$ cat src/text_console_writer_unit_defines.svh
// Assertion macros for the text console writer RTL.
// Depends on nothing; included by the files that carry assertions.
`ifndef TEXT_CONSOLE_WRITER_UNIT_DEFINES_SVH
`define TEXT_CONSOLE_WRITER_UNIT_DEFINES_SVH

// Same-cycle implication, disabled while reset is asserted.
`define TCW_ASSERT_IMP(label, clk, rst_n, ante, cons) \
    label: assert property (@(posedge clk) disable iff (!(rst_n)) (ante) |-> (cons)) \
        else $error("text console writer: same-cycle check failed");

// Next-cycle implication, disabled while reset is asserted.
`define TCW_ASSERT_NXT(label, clk, rst_n, ante, cons) \
    label: assert property (@(posedge clk) disable iff (!(rst_n)) (ante) |=> (cons)) \
        else $error("text console writer: next-cycle check failed");

`endif

$ cat src/tcw_pkg.sv
// Shared types and constants for the text console writer.
// Depends on nothing; imported by the controller, datapath and top level.
package tcw_pkg;

    // Fixed field widths.
    localparam int CHAR_W = 8;
    localparam int ATTR_W = 8;
    localparam int CELL_W = 16;
    localparam int IDX_W  = 11;
    localparam int POS_W  = 11;

    // Character codes and fill values.
    localparam logic [CHAR_W-1:0] CH_LF       = 8'h0A;
    localparam logic [CHAR_W-1:0] CH_CR       = 8'h0D;
    localparam logic [CELL_W-1:0] BLANK_CELL  = 16'h0020;
    localparam logic [CELL_W-1:0] ZERO_CELL   = 16'h0000;
    localparam logic [ATTR_W-1:0] ATTR_RESET  = 8'h02;

    // Item modes.
    localparam logic MODE_PUT  = 1'b0;
    localparam logic MODE_READ = 1'b1;

    // Source of a screen store write.
    typedef enum logic [2:0] {
        WR_NONE,
        WR_PUT,
        WR_ZERO,
        WR_BLANK,
        WR_COPY
    } t_wr_sel;

    // Source of a screen store read address.
    typedef enum logic [1:0] {
        RD_NONE,
        RD_CELL,
        RD_SHIFT
    } t_rd_sel;

    // Commands from the controller to the datapath.
    typedef struct packed {
        logic    latch;
        logic    exec;
        logic    scan_clr;
        logic    scan_inc;
        logic    capture;
        t_wr_sel wr_sel;
        t_rd_sel rd_sel;
    } t_dp_cmd;

    // Status from the datapath to the controller.
    typedef struct packed {
        logic need_scroll;
        logic scan_copy_end;
        logic scan_last;
    } t_dp_sts;

endpackage

$ cat src/tcw_ctrl.sv
// Controller of the text console writer: sequences items, the clearing pass
// after reset and the scroll. Depends on tcw_pkg and the assertion macros.
`include "text_console_writer_unit_defines.svh"

module tcw_ctrl
    import tcw_pkg::*;
(
    input  logic    i_clk,
    input  logic    i_rst_n,
    input  logic    i_start,
    output logic    o_busy,
    output logic    o_done,
    output t_dp_cmd o_cmd,
    input  t_dp_sts i_sts
);

    typedef enum logic [2:0] {
        S_CLEAR,
        S_IDLE,
        S_EXEC,
        S_SCR_RD,
        S_SCR_WR,
        S_FILL,
        S_FIN
    } t_state;

    t_state r_state;
    t_state n_state;
    logic   r_busy;
    logic   r_done;

    // Next state and datapath commands.
    always_comb begin
        n_state = r_state;
        o_cmd   = '{latch: 1'b0, exec: 1'b0, scan_clr: 1'b0, scan_inc: 1'b0,
                    capture: 1'b0, wr_sel: WR_NONE, rd_sel: RD_NONE};
        case (r_state)
            S_CLEAR: begin
                o_cmd.wr_sel   = WR_ZERO;
                o_cmd.scan_inc = 1'b1;
                if (i_sts.scan_last) begin
                    n_state = S_IDLE;
                end
            end
            S_IDLE: begin
                if (i_start && !r_busy) begin
                    o_cmd.latch = 1'b1;
                    n_state     = S_EXEC;
                end
            end
            S_EXEC: begin
                o_cmd.exec   = 1'b1;
                o_cmd.wr_sel = WR_PUT;
                o_cmd.rd_sel = RD_CELL;
                if (i_sts.need_scroll) begin
                    o_cmd.scan_clr = 1'b1;
                    n_state        = S_SCR_RD;
                end else begin
                    n_state = S_FIN;
                end
            end
            S_SCR_RD: begin
                o_cmd.rd_sel = RD_SHIFT;
                n_state      = S_SCR_WR;
            end
            S_SCR_WR: begin
                o_cmd.wr_sel   = WR_COPY;
                o_cmd.scan_inc = 1'b1;
                n_state        = i_sts.scan_copy_end ? S_FILL : S_SCR_RD;
            end
            S_FILL: begin
                o_cmd.wr_sel   = WR_BLANK;
                o_cmd.scan_inc = 1'b1;
                if (i_sts.scan_last) begin
                    n_state = S_FIN;
                end
            end
            S_FIN: begin
                o_cmd.capture = 1'b1;
                n_state       = S_IDLE;
            end
            default: begin
                n_state = S_IDLE;
            end
        endcase
    end

    // State and registered handshake outputs.
    always_ff @(posedge i_clk) begin
        if (!i_rst_n) begin
            r_state <= S_CLEAR;
            r_busy  <= 1'b1;
            r_done  <= 1'b0;
        end else begin
            r_state <= n_state;
            r_busy  <= (n_state != S_IDLE);
            r_done  <= (r_state == S_FIN);
        end
    end

    assign o_busy = r_busy;
    assign o_done = r_done;

    // The busy flag mirrors the state, so a transfer only starts from idle.
    `TCW_ASSERT_IMP(a_busy_matches_state, i_clk, i_rst_n, 1'b1, r_busy == (r_state != S_IDLE))
    // A transferred item goes straight into execution.
    `TCW_ASSERT_NXT(a_start_to_exec, i_clk, i_rst_n, i_start && !r_busy, r_state == S_EXEC)
    // Each result strobe follows the finishing state and lands in idle.
    `TCW_ASSERT_IMP(a_done_after_fin, i_clk, i_rst_n, r_done, $past(r_state) == S_FIN && r_state == S_IDLE)
    // The end of the row copy hands over to the fill of the last row.
    `TCW_ASSERT_NXT(a_copy_to_fill, i_clk, i_rst_n, r_state == S_SCR_WR && i_sts.scan_copy_end, r_state == S_FILL)

endmodule

$ cat config.mk
export PLATFORM = sky130hd
export DESIGN_NAME = tcw_ctrl
export DESIGN_NICKNAME = d
export VERILOG_FILES = /design/src/tcw_pkg.sv /design/src/tcw_ctrl.sv
export VERILOG_INCLUDE_DIRS = /design/src /design/src/src
export SDC_FILE = /design/constraint.sdc
export NUM_CORES = 1
export LEC_CHECK = 0
export ABC_CLOCK_PERIOD_IN_PS = 1350
export BUFFER_PORTS_ARGS = -buffer_cell sky130_fd_sc_hd__clkbuf_2
export CORE_AREA = 2 2 39 41
export CTS_CLUSTER_DIAMETER = 50
export DETAILED_ROUTE_END_ITERATION = 12
export DIE_AREA = 0 0 41 43
export HOLD_SLACK_MARGIN = 0.1
export MAX_ROUTING_LAYER = met4
export SETUP_SLACK_MARGIN = 0.05
export SKIP_CTS_REPAIR_TIMING = 1
export SYNTH_ARGS = -nofsm -noshare
export SYNTH_HDL_FRONTEND = slang
export SYNTH_SLANG_ARGS = --single-unit
$ cat constraint.sdc
create_clock -name i_clk -period 1.35 [get_ports i_clk]
set_input_delay 0.135 -clock i_clk [delete_from_list [all_inputs] [get_ports i_clk]]
set_output_delay 0.135 -clock i_clk [all_outputs]
set_load 0.01 [all_outputs]
==> results of run 1 <==
==> cell type report <==
cell class / instances / area [sq um] / share of cell area, %
tap: 16 / 20.0 / 3.57
inverter: 3 / 11.3 / 2.01
clock buffer: 4 / 26.3 / 4.69
multi-input combinational: 34 / 240 / 42.9
timing repair buffer: 24 / 154 / 27.5
sequential: 5 / 109 / 19.4
==> stage by stage <==
stage / cells / util, % / cell area (sq um)
finish: 86 / 40.5 / 561
global route: 86 / 40.5 / 561
CTS: 83 / 35.6 / 493
detailed placement: 79 / 33.7 / 467
global placement: 79 / 33.7 / 467
floorplan: 45 / - / 365
==> worst register-to-register path: cells and delay by family, from the launching register on <==
kind / cells / cell delay [ns]
compound gates: 1 / 0.23
mux: 1 / 0.13
buf+inv: 1 / 0.18
flops: 1 / 0.36
simple gates: 1 / 0.17
==> power by group through the flow <==
stage                     clock network [mW]  registers (mW)  logic (mW)
after global routing                   0.191           0.184       0.239
after detailed placement                   0           0.184       0.183
after global placement                     0           0.182       0.183
after floorplan                            0           0.176       0.131
after CTS                              0.179           0.181       0.183
final                                  0.177           0.182       0.218
==> routing by layer <==
metal  global-route usage, %  vias to the layer above  part of all wire (%)  wire (um)
li1                        -                      205                     -          -
met1                    13.8                      193                    39        360
met2                    15.6                       12                    51        471
met3                    3.14                        2                   6.1         56
met4                    8.00                        0                   3.0         27
met5                       -                        -                     0          0
==> flip-flops by register name (all words and copies together) (netlist names) <==
signal / count
o_done: 1
r_state: 3
o_busy: 1
==> Yosys cell counts <==
library cell / count / area (sq um)
a2111oi_2: 1 / 15.0
o21bai_1: 1 / 7.51
and2_1: 2 / 12.5
nor4_1: 1 / 6.26
buf_6: 3 / 33.8
and2_2: 1 / 7.51
inv_1: 3 / 11.3
nand2b_2: 1 / 8.76
a32o_1: 1 / 10.0
dfxtp_1: 5 / 100
nor2_1: 5 / 18.8
o21ai_1: 4 / 20.0
nand2_1: 2 / 7.51
o22ai_1: 1 / 6.26
mux2i_1: 1 / 10.0
nor2_2: 2 / 12.5
a221oi_1: 1 / 8.76
a21oi_1: 1 / 5.00
xor2_1: 1 / 8.76
a22o_1: 1 / 8.76
and3_2: 1 / 7.51
nand2b_1: 4 / 25.0
and2b_1: 1 / 7.51
and3_1: 1 / 6.26
==> kinds of logic after synthesis <==
family                 share of synthesized area [%]
AND/OR/NAND/NOR                                 32.9
AO/OA/AOI/OAI                                   22.3
buffers and inverters                           12.3
flip-flops                                      27.4
XOR/XNOR                                        2.40
multiplexers                                    2.74
==> worst paths after layout <==
kind                            slack, ns               endpoint  cells past startpoint             startpoint
worst max-delay path                 0.09               o_cmd[1]                      4  r_state[2]$_SDFF_PN0_
worst max register to register       0.15  r_state[0]$_SDFF_PN0_                      4  r_state[1]$_SDFF_PN0_
worst min-delay path                 0.12      o_busy$_SDFF_PN1_                      2                i_rst_n
worst min register to register       0.58  r_state[2]$_SDFF_PN0_                      2  r_state[1]$_SDFF_PN0_
==> run summary, run 1 <==
* **result of the run** complete, no violations
* **netlist area before placement** 365 sq um
* **critical path's largest stage delay** 0.36 ns
* **achievable clock frequency** 0.792 GHz
* **detailed router's first-iteration violation count** 4
* **sequential-to-total area share from yosys stat** 27.4%
* **count of clock tree sinks** 5
* **DRC viols** 0
* **RSZ-0062 raised after global routing** yes
* **sequential group share of total power** 31.6%
* **arrival time reported for the critical path endpoint** 1.13 ns
* **most common library cell in the layout ignoring fill and taps** clkbuf_2
* **floorplan core area** 1380 sq um
* **Slew HR** 83.2%
* **Total GRT Usage** 11.4%
* **starting density of the core** 26.4%
* **I/O pin count** 18
* **number of synthesis warnings** 0
* **register clock-pin slew on the reported worst setup and hold paths** 0.04 ns
* **clock network power share** 30.7%
* **Setup violations, final** 0
* **CP Data Required Time** 1.22 ns
* **net switching power figure** 0.191 mW
* **Total Routed Length** 915 um
* **Vias** 412
* **PnR worst setup slack** 0.0875 ns
* **most frequent cells in the layout** 14 x clkbuf_2, 5 x nor2_1, 4 x nand2b_1, 4 x o21ai_1
* **ratio of cells with drive above 1 in the final layout** 52.9%
* **leakage power total** 0.289 nW
* **global-route wire length before repair** 1300 um
* **number of max-slew violations in the final report** 0
* **cell area power density** 1030 nW/um^2
* **# nets final** 77
* **via density per instance** 4.79
* **count of unique library cells instantiated by Yosys** 24
* **clock buffers created by TritonCTS** 3
* **WL/cell** 10.6 um
* **clock skew after layout** 0.00185 ns
* **Area Growth Syn to Fin** 53.4%
* **sw frac** 33.1%
* **clock tree from TritonCTS** done
* **largest net degree at the start of global routing** 11
* **insertion delay to the later sink of the worst-skew pair** 0.25 ns
* **post-synthesis net count** 51
* **Hold/Removal Path Class** in2reg
* **vias in the first global route** 309
* **mean instance size in the synthesized netlist** 8.12 sq um
* **deepest level of the CTS H-tree** 1
* **reported max-cap violation count** 0
* **Clock Root Buffer** clkbuf_4
* **Bufs and invs on worst path** 3
* **number of antenna violations at the first check in global routing** 0
* **worst hold slack** 0.119 ns
* **slew at the pin closest to its max-slew limit** 0.251 ns
* **Logic pwr share** 37.8%
* **Pre-Repair DR Iteration Count** 4
* **top cell family by delay on the critical path** flip-flops
* **TNS Setup** 0 ns
* **Synth Instances** 45
* **antenna diode instance count** 0
* **number of register bits inferred by synthesis** 5
* **fill cell instance count of the final layout** 142
* **maximum buffer depth of the clock tree** 2
* **Final Hold Viols** 0
* **Internal Pwr Total** 0.386 mW
* **HPWL after detailed placement** 686 um
* **global route total overflow** 0
* **final worst path period share** 93.5%
* **global placement routability congestion** 0.715
* **capturing element type of the critical path** primary output
* **horizontal die dimension** 41 um
* **overall die area** 1760 sq um
* **worst voltage drop across the vdd grid** 0.273 mV
* **die height** 43 um
* **pre-CTS setup slack** 0.220 ns
* **overall power after layout** 0.577 mW
* **critical path, cell by cell** buf_6 > inv_1 > and3_2 > clkbuf_2
* **post-detailed-route count of antenna-violating nets** 0
* **number of rows in the core area** 14
* **critical-path cell with the highest stage delay** dfxtp_2
* **final critical path time including I/O delays and setup** 1.26 ns
* **Setup crit start kind** register
* **Max Fanout on Critical Path** 7
* **number of buffers added on ports** 17
* **Crit Path Class** reg2out
(Power assumes the default switching activity.)
==> run 2: changes to the inputs <==
==> constraint.sdc (replaced) <==
create_clock -name i_clk -period 1.35 [get_ports i_clk]
set_input_delay 0.135 -clock i_clk [delete_from_list [all_inputs] [get_ports i_clk]]
set_output_delay 0.135 -clock i_clk [all_outputs]
set_load 0.05 [all_outputs]
==> run 2 against run 1 <==
  * Setup slack got worse by 0.034 ns
  * First-iteration DRC count rose by 25%
  * Critical path depth fell by 1
  * Non-clock buffer count rose by 3
  * Final area rose by 22%
  * Largest power group unchanged
  * Total power rose by 29%
  * Die area did not move
  * Clock power rose by 2%
  * Maximum frequency fell by 2.6%
  * Sequential cell count did not move
  * Register-to-register slack improved by 0.02 ns
==> run summary, run 2 (synthesized netlist as in run 1, its figures left out) <==
* **result of the run** complete, no violations
* **Largest register FFs** 3, unchanged
* **ratio of cells with drive above 1 in the final layout** 68.5%, +16 points
* **DRC viols** 0, unchanged
* **Total Routed Length** 1040 um, +13%
* **clock buffers created by TritonCTS** 3, unchanged
* **global placement routability congestion** 0.796, +11%
* **vias in the first global route** 376, +22%
* **I/O pin count** 18, unchanged
* **via density per instance** 4.74, -1.0%
* **Area Growth Syn to Fin** 86.6%
* **TNS Setup** 0 ns, unchanged
* **insertion delay to the later sink of the worst-skew pair** 0.24 ns, about the same
* **# nets final** 80, +3.9%
* **floorplan core area** 1380 sq um, unchanged
* **maximum buffer depth of the clock tree** 2, unchanged
* **HPWL after detailed placement** 709 um, +3.4%
* **reported max-cap violation count** 0, unchanged
* **PnR worst setup slack** 0.0538 ns, -0.0337 ns
* **deepest level of the CTS H-tree** 1, unchanged
* **register bank with the most flops** r_state
* **pre-CTS setup slack** 0.0774 ns, -0.143 ns
* **Slew HR** 81.6%, -1.6 points
* **number of rows in the core area** 14, unchanged
* **horizontal die dimension** 41 um, unchanged
* **arrival time reported for the critical path endpoint** 1.16 ns, +0.03 ns
* **Max Fanout on Critical Path** 3, -4
* **cell area power density** 1090 nW/um^2, +5.8%
* **most frequent cells in the layout** 9 x buf_6, 8 x clkbuf_2, 6 x buf_4
* **final critical path time including I/O delays and setup** 1.30 ns, +0.0337 ns
* **post-detailed-route count of antenna-violating nets** 0, unchanged
* **Setup crit start kind** register
* **clock skew after layout** 0.00164 ns, -0.000201 ns
* **number of buffers added on ports** 17, unchanged
* **antenna diode instance count** 0, unchanged
* **RSZ-0062 raised after global routing** yes
* **WL/cell** 11.7 um, +9.6%
* **number of max-slew violations in the final report** 0, unchanged
* **CP Data Required Time** 1.22 ns, about the same
* **worst voltage drop across the vdd grid** 0.439 mV, +60%
* **overall power after layout** 0.742 mW, +29%
* **Crit Path Class** reg2out
* **number of antenna violations at the first check in global routing** 0, unchanged
* **final worst path period share** 96.0%, +2.5 points
* **capturing element type of the critical path** primary output
* **clock tree from TritonCTS** done
* **Total GRT Usage** 12.3%, +0.91 points
* **starting density of the core** 26.4%, unchanged
* **Clock Root Buffer** clkbuf_4
* **Vias** 422, +2.4%
* **count of clock tree sinks** 5, unchanged
* **leakage power total** 0.315 nW, +8.9%
* **detailed router's first-iteration violation count** 5, +1
* **register clock-pin slew on the reported worst setup and hold paths** 0.05 ns, about the same
* **largest net degree at the start of global routing** 9, -2
* **global route total overflow** 0, unchanged
* **Final Hold Viols** 0, unchanged
* **Setup violations, final** 0, unchanged
* **global-route wire length before repair** 1420 um, +9.0%
* **overall die area** 1760 sq um, unchanged
* **achievable clock frequency** 0.771 GHz, -2.6%
* **die height** 43 um, unchanged
* **most common library cell in the layout ignoring fill and taps** buf_6
* **Hold/Removal Path Class** in2reg
* **Pre-Repair DR Iteration Count** 4, unchanged
* **slew at the pin closest to its max-slew limit** 0.277 ns, +0.0261 ns
run 2: cell count changes in the layout (fill, tap and decap cells not counted), moves of 2 or more:
cell      change
buf_6         +6
buf_8         +2
nand2b_1      -2
nor2_1        -2
clkbuf_2      -6
buf_4         +3
run 2: cell type report:
type / count / area [sq um]
multi-input cells: 34 / 285
flip-flops and latches: 5 / 113
well taps: 16 / 20.0
fillers: 137 / 702
clock buffers: 4 / 26.3
inverters: 3 / 11.3
repair buffers: 27 / 226
run 2: layer usage:
metal	share of wire, %	up-vias	track usage (%)
li1	-	213	-
met4	0	0	2.00
met2	54	17	20.0
met5	0	-	-
met1	36	192	12.1
met3	9.4	0	7.85
run 2: worst paths after layout:
check        slack, ns  cells after the start           endpoint                   from
max               0.05                      3           o_cmd[9]      o_busy$_SDFF_PN1_
min reg2reg       0.59                      2  o_busy$_SDFF_PN1_  r_state[0]$_SDFF_PN0_
max reg2reg       0.17                      5  o_busy$_SDFF_PN1_  r_state[0]$_SDFF_PN0_
min               0.13                      2  o_busy$_SDFF_PN1_                i_rst_n
run 2: power breakdown:
part           total [mW]  leakage (nW)  internal, mW  switching (mW)
registers           0.186        0.0429         0.164          0.0221
logic               0.376         0.257         0.159           0.216
clock network       0.181        0.0150         0.112          0.0683
total               0.742         0.315         0.436           0.307
run 2: worst max-delay path, cell delays in order (launching register included):
cell      delay (ns)
dfxtp_2         0.32
nand2b_4        0.15
nor4_4          0.26
buf_6           0.19
run 2: metrics by stage:
step	utilization, %	cells	hold WS (ns)	cell area [sq um]
4_1_cts	40.1	85	0.121	556
5_1_grt	49.3	89	0.160	682
6_report	49.3	89	0.129	682
2_1_floorplan	-	45	0.215	413
3_3_place_gp	38.2	81	0.378	529
3_5_place_dp	38.2	81	0.379	529
